## src/hw/rtl/tws_pkg.sv

```systemverilog
// ----------------------------------------------------------------------------
// tws_pkg
// Shared types and codes of the table-weighted symbol substitution unit.
// ----------------------------------------------------------------------------
`timescale 1ns / 1ps
`default_nettype none

package tws_pkg;

	// Command codes of a request.
	localparam logic [1:0] CMD_LOAD_LABEL  = 2'd0;
	localparam logic [1:0] CMD_LOAD_WEIGHT = 2'd1;
	localparam logic [1:0] CMD_SUBSTITUTE  = 2'd2;

	// Status codes of a response.
	localparam logic [1:0] ST_SUBSTITUTED = 2'd0;
	localparam logic [1:0] ST_NO_COLUMN   = 2'd1;
	localparam logic [1:0] ST_UNKNOWN     = 2'd2;
	localparam logic [1:0] ST_LOAD_DONE   = 2'd3;

	typedef struct packed {
		logic [1:0]  command;
		logic [4:0]  row_index;
		logic [4:0]  col_index;
		logic [15:0] weight_value;
		logic [7:0]  symbol_code;
		logic [15:0] random_fraction;
	} tws_req_t;

	typedef struct packed {
		logic [7:0] result_symbol;
		logic [1:0] status;
	} tws_rsp_t;

	typedef enum logic [2:0] {
		S_IDLE,
		S_LOAD,
		S_SEARCH,
		S_SUM,
		S_WALK,
		S_FINISH
	} tws_state_t;

	// Commands from the controller to the datapath.
	typedef struct packed {
		logic start;
		logic load;
		logic search;
		logic sum;
		logic walk;
		logic publish;
	} tws_cmd_t;

	// Status from the datapath to the controller.
	typedef struct packed {
		logic in_subst;
		logic hit;
		logic miss;
		logic sum_done;
		logic walk_done;
		logic out_free;
	} tws_stat_t;

endpackage

`default_nettype wire

```

## src/hw/rtl/tws_ctrl.sv

```systemverilog
// ----------------------------------------------------------------------------
// tws_ctrl
// Sequencer that steps one request through load, or through search, sum and walk.
// ----------------------------------------------------------------------------
`timescale 1ns / 1ps
`default_nettype none

module tws_ctrl (
	input  logic              clk,
	input  logic              arst_n,
	input  logic              in_valid,
	output logic              in_ready,
	input  tws_pkg::tws_stat_t stat,
	output tws_pkg::tws_cmd_t  cmd
);
	import tws_pkg::*;

	tws_state_t state_q;
	tws_state_t state_d;
	logic       accept;

	assign accept = in_valid && in_ready;

	always_ff @(posedge clk or negedge arst_n) begin
		if (!arst_n) begin
			state_q <= S_IDLE;
		end else begin
			state_q <= state_d;
		end
	end

	always_comb begin
		state_d = state_q;
		case (state_q)
			S_IDLE: begin
				if (accept) begin
					state_d = stat.in_subst ? S_SEARCH : S_LOAD;
				end
			end
			S_LOAD: begin
				state_d = S_FINISH;
			end
			S_SEARCH: begin
				if (stat.hit) begin
					state_d = S_SUM;
				end else if (stat.miss) begin
					state_d = S_FINISH;
				end
			end
			S_SUM: begin
				if (stat.sum_done) begin
					state_d = S_WALK;
				end
			end
			S_WALK: begin
				if (stat.walk_done) begin
					state_d = S_FINISH;
				end
			end
			S_FINISH: begin
				if (stat.out_free) begin
					state_d = S_IDLE;
				end
			end
			default: begin
				state_d = S_IDLE;
			end
		endcase
	end

	always_comb begin
		in_ready    = 1'b0;
		cmd         = '0;
		case (state_q)
			S_IDLE: begin
				in_ready  = 1'b1;
				cmd.start = in_valid;
			end
			S_LOAD: begin
				cmd.load = 1'b1;
			end
			S_SEARCH: begin
				cmd.search = 1'b1;
			end
			S_SUM: begin
				cmd.sum = 1'b1;
			end
			S_WALK: begin
				cmd.walk = 1'b1;
			end
			S_FINISH: begin
				cmd.publish = stat.out_free;
			end
			default: begin
				in_ready = 1'b0;
			end
		endcase
	end

endmodule

`default_nettype wire

```

## config.mk

```make
export PLATFORM = sky130hd
export DESIGN_NAME = tws_ctrl
export DESIGN_NICKNAME = d
export VERILOG_FILES = /design/src/hw/rtl/tws_pkg.sv /design/src/hw/rtl/tws_ctrl.sv
export SDC_FILE = /design/constraint.sdc
export NUM_CORES = 1
export LEC_CHECK = 0
export BUFFER_PORTS_ARGS = -buffer_cell sky130_fd_sc_hd__clkbuf_2
export CORE_AREA = 2 2 39 41
export DETAILED_ROUTE_END_ITERATION = 12
export DIE_AREA = 0 0 41 43
export GPL_TIMING_DRIVEN = 0
export PLACE_DENSITY = 0.56
export REMOVE_ABC_BUFFERS = 1
export SLEW_MARGIN = 20
export SYNTH_ARGS = -nofsm -noshare
export SYNTH_HDL_FRONTEND = slang
export SYNTH_SLANG_ARGS = --single-unit
```

## constraint.sdc

```tcl
create_clock -name clk -period 1.7 [get_ports clk]
set_clock_uncertainty 0.05 [all_clocks]
set_input_delay 0.255 -clock clk [delete_from_list [all_inputs] [get_ports clk]]
set_output_delay 0.255 -clock clk [all_outputs]
set_load 0.02 [all_outputs]
```

=== Word level (Yosys, flattened, before mapping) ===
Index checks and enable logic that the tools add are counted.

* Bits in registers: 3
* Bits of input ports: 9
* Output and inout bits: 7
* Word-level logic and storage cells: 29

* Eq/ne operators: 10
* Multiplexer cells: 15
* Reductions and logical operators: 3

{| class="wikitable"
|+ Operator list
! operator !! count
|-
| 3-bit two-way mux || 6
|-
| 3-bit one-hot mux with 6 select lines || 1
|-
| 2-bit != test, second input constant || 4
|-
| 1-bit two-way mux || 7
|-
| 3-bit by 2-bit == test with 1-bit output, second input constant || 2
|-
| 3-bit == test, second input constant || 2
|-
| 5-bit AND reduction || 1
|-
| 3-bit by 1-bit == test with 1-bit output, second input constant || 1
|-
| 3-bit logical NOT || 1
|-
| 3-bit != test, second input constant || 1
|-
| 2-bit two-way mux || 1
|-
| 1-bit logical AND || 1
|}

=== Logic depth before layout (Yosys ltp) ===
* Depth in word-level cells: 5
* Depth in mapped cells: 5
* Depth with buffers taken out: 4

=== Worst setup path after synthesis ===
No wires, ideal clock.

* Path kind: register -> register
* Start: register state_q[2]
* End: register state_q[0]
* Data arrival time: 1.590 ns
* Slack: -0.068 ns
* Cell stages (with the launch flop): 6
* Path buffers: 1
* Clock period less this slack: 1.768 ns
* Path through: dfrtp_1 -> or2_1 -> clkbuf_2 -> or4_1 -> o211a_1 -> mux2_1

* Cells in the longest elaborated chain, start to end: 5
* Elaborated cells between the ends (all ways): 15
* Classes of those cells: eq/ne: 10; mux: 2; reduce/logical: 3

{| class="wikitable"
|+ RTL lines
! what !! line !! RTL
|-
| start, declared || tws_ctrl.sv:18 || <nowiki>tws_state_t state_q;</nowiki>
|-
| start signal, assigned || tws_ctrl.sv:28 || <nowiki>state_q <= state_d;</nowiki>
|-
| 3-bit logical NOT || tws_ctrl.sv:34, tws_ctrl.sv:74 ||
|-
| 1-bit two-way mux || tws_ctrl.sv:74 || <nowiki>case (state_q)</nowiki>
|-
| 1-bit logical AND || tws_ctrl.sv:22 || <nowiki>assign accept = in_valid && in_ready;</nowiki>
|-
| 2-bit != test (no line) || -- ||
|-
| 5-bit AND reduction (no line) || -- ||
|}

Parallel ways exist; a longest one is shown, timed or not.
A chain may end at the register's enable or synchronous reset.

=== Worst setup path after layout ===
* Start: register state_q[2]
* End: register state_q[1]

The elaborated chain is that of the path after synthesis.

==> results by group <==
Synth
  – Yosys top cell area share: 0.283
  – Synth unique cells: 20
  – Top cells by count, synth: nor2_1 (6), nand2_1 (4), dfrtp_1 (3), inv_1 (3)
  – Synth Area per Inst: just under 8 um^2
  – Synthesis-stage register bit count: 3
  – Register area share after synthesis: 0.283
  – Ys async rst share: 1.00
  – Top cells by area, synth: dfrtp_1 (28%), mux2_1 (8.5%), nor2_1 (8.5%)
  – EDFF count, synth: 0
  – Synth Cell Area: around 270 um^2
  – Count leader, synth: nor2_1
  – Synth area leader: dfrtp_1
  – Post-synth top flop: dfrtp_1
  – Warnings from Yosys: 0
  – Post-Syn Instances: 34

Route
  – Drt first pass iters: 4
  – # DRC: 0
  – Vias per inst: about 4.5
  – Initial DRC count: 4
  – Avg WL per Cell: 9.32 um
  – Vias after detailed routing: about 330
  – ANT nets after route: 0
  – Final wirelength: roughly 670 um

Final layout
  – Antenna cells: 0
  – Top flop regs: state_q: 3 flops
  – Max reg flops: 3
  – Synth-to-layout area growth: 66.5%
  – Fraction of layout cells with a size suffix above 1: 0.554
  – Nets@finish: 66
  – Top reg by flops: state_q

STA
  – F_max: 0.589 GHz
  – Rel. slew slack: 0.817
  – Final setup TNS: 0 ns
  – Worst-Margin Slew: around 0.27 ns
  – Unrepaired setup endpoints after global routing: yes
  – Setup Viol. Count Final: 0
  – Period utilization: 0.999
  – Final Hold Fails: 0
  – Final min period: around 1.7 ns
  – Slew Viols, Final: 0

Pwr
  – Comb power frac: 0.683
  – Int Pwr: roughly 0.00050 W
  – Reg power frac: 0.174
  – Sw Ratio: 0.417
  – P_leak: around 0.22 nW
  – Final Power: roughly 0.00086 W
  – Worst IR Drop VDD: 0.000693 V
  – Switch Pwr: 0.000360 W
  – Pwr dens: between 1500 and 2000 mW/mm^2
  – Clock power share: 0.142

Setup path
  – Crit Path Category: reg2reg
  – CP endpoint kind: flop
  – Critical path fanouts, max: 3
  – Worst EP arrival: between 1.5 and 2 ns
  – CP Data Required Time: 1.76 ns
  – Startpoint Class: flop
  – Worst Reg-to-Reg Cells: 4

Global route
  – Pin count of the biggest net entering global routing: 10
  – Initial antenna violation count: 0
  – First-pass GRT wire length: between 900 and 1000 um
  – Vias in the first global route: approximately 280
  – Total grt overflow: 0
  – All-Layer GR Usage: 0.0825

Clock network
  – H-tree Lvls: 1
  – CTS tree: yes
  – CTS Buffer Depth: 2
  – Inserted Clock Buffers: 3
  – Worst-Skew Late Latency: 0.23 ns
  – Root Buffer: clkbuf_4
  – Total clock sinks: 3
  – Clock Pin Slew Worst Setup and Hold Paths: around 0.04 ns

Place
  – Port buffer count: 15
  – Routability congestion estimate: around 0.66
  – DP Wirelength: around 500 um

Die
  – Initial Utilization: 0.192
  – Total die area: 0.00176 mm^2
  – Die width: 41 um
  – I/O pin count: 16
  – DIE HEIGHT: approximately 43 um
  – Rows: 14
  – Core ar.: ~0.0014 mm^2

Min path
  – Hold WC Path Type: in2async

Job
  – Max-cap violations: 0

Status
  – Status: completed
## power groups by stage
stage / combinational [W] / sequential, W / clock [W]
floorplan: 0.000298 / 0.000160 / 0
global placement: 0.000392 / 0.000178 / 0
detailed placement: 0.000393 / 0.000177 / 0
CTS: 0.000480 / 0.000158 / 0.000132
global route: 0.000640 / 0.000153 / 0.000140
finish: 0.000589 / 0.000150 / 0.000123
## through the flow
step	utilization	instances	area, um^2	worst slack (ns)	hold WS (ns)
after floorplan	-	31	248	-0.00785	-0.0906
after global placement	0.248	62	343	-0.108	0.00474
after detailed placement	0.248	62	343	-0.0894	0.00549
after CTS	0.295	70	408	0.00663	0.288
after global routing	0.319	72	442	-0.0256	0.303
final	0.319	72	442	0.000994	0.299
## critical path: stages (launching register included)
cell,delay [ns]
dfrtp_2,0.40
or2_4,0.26
or4_4,0.42
o211a_4,0.16
mux2_4,0.29
## cell usage in the layout (no fill, tap or decap), drive strengths merged
master       count
o21ai            1
o311a            1
buf              5
dlygate4sd3      1
o221ai           1
mux2             2
o2111ai          1
nor2             6
nand2            4
clkbuf          19
dfrtp            3
or4              1
o211a            1
nor3b            2
or3              1
or2              1
mux2i            1
and2             1
inv              3
o21a             1
## layout make-up
| type | count | area (um^2) |
|---|---|---|
| fillers | 160 | 942 |
| repair buffers | 21 | 123 |
| multi-input cells | 25 | 183 |
| inverters | 3 | 11.3 |
| flip-flops and latches | 3 | 78.8 |
| well taps | 16 | 20.0 |
| clock buffers | 4 | 26.3 |
## kinds of logic after synthesis
group / synth area share
compound gates: 0.189
buf+inv: 0.108
flops: 0.283
mux: 0.123
simple gates: 0.297
## layer usage
metal,share of wire,track usage,vias to the layer above
li1,-,-,165
met1,0.39,0.0680,156
met2,0.56,0.134,5
met3,0.045,0.0471,0
met4,0,0.0600,0
met5,0,0,-
## final timing paths
kind	from	to	slack (ns)
max in group asynchronous	arst_n	state_q[0]$_DFFE_PN0P_	1.18
hold / removal	arst_n	state_q[2]$_DFFE_PN0P_	0.30
setup reg to reg	state_q[2]$_DFFE_PN0P_	state_q[1]$_DFFE_PN0P_	0.001
hold reg to reg	state_q[0]$_DFFE_PN0P_	state_q[0]$_DFFE_PN0P_	0.63
min in group clk	stat[0]	state_q[2]$_DFFE_PN0P_	0.36
setup / recovery	state_q[2]$_DFFE_PN0P_	state_q[1]$_DFFE_PN0P_	0.001
## what timing repair did
action | 4_1_cts | 5_1_grt
hold endpoints to repair | 3 | 0
setup endpoints to repair | 3 | 2
pin swaps | 1 | 1
setup buffers | 3 | 2
resized for setup | 4 | 4
hold buffers | 1 | 0
No activity file was read; power rests on OpenSTA's default activity.
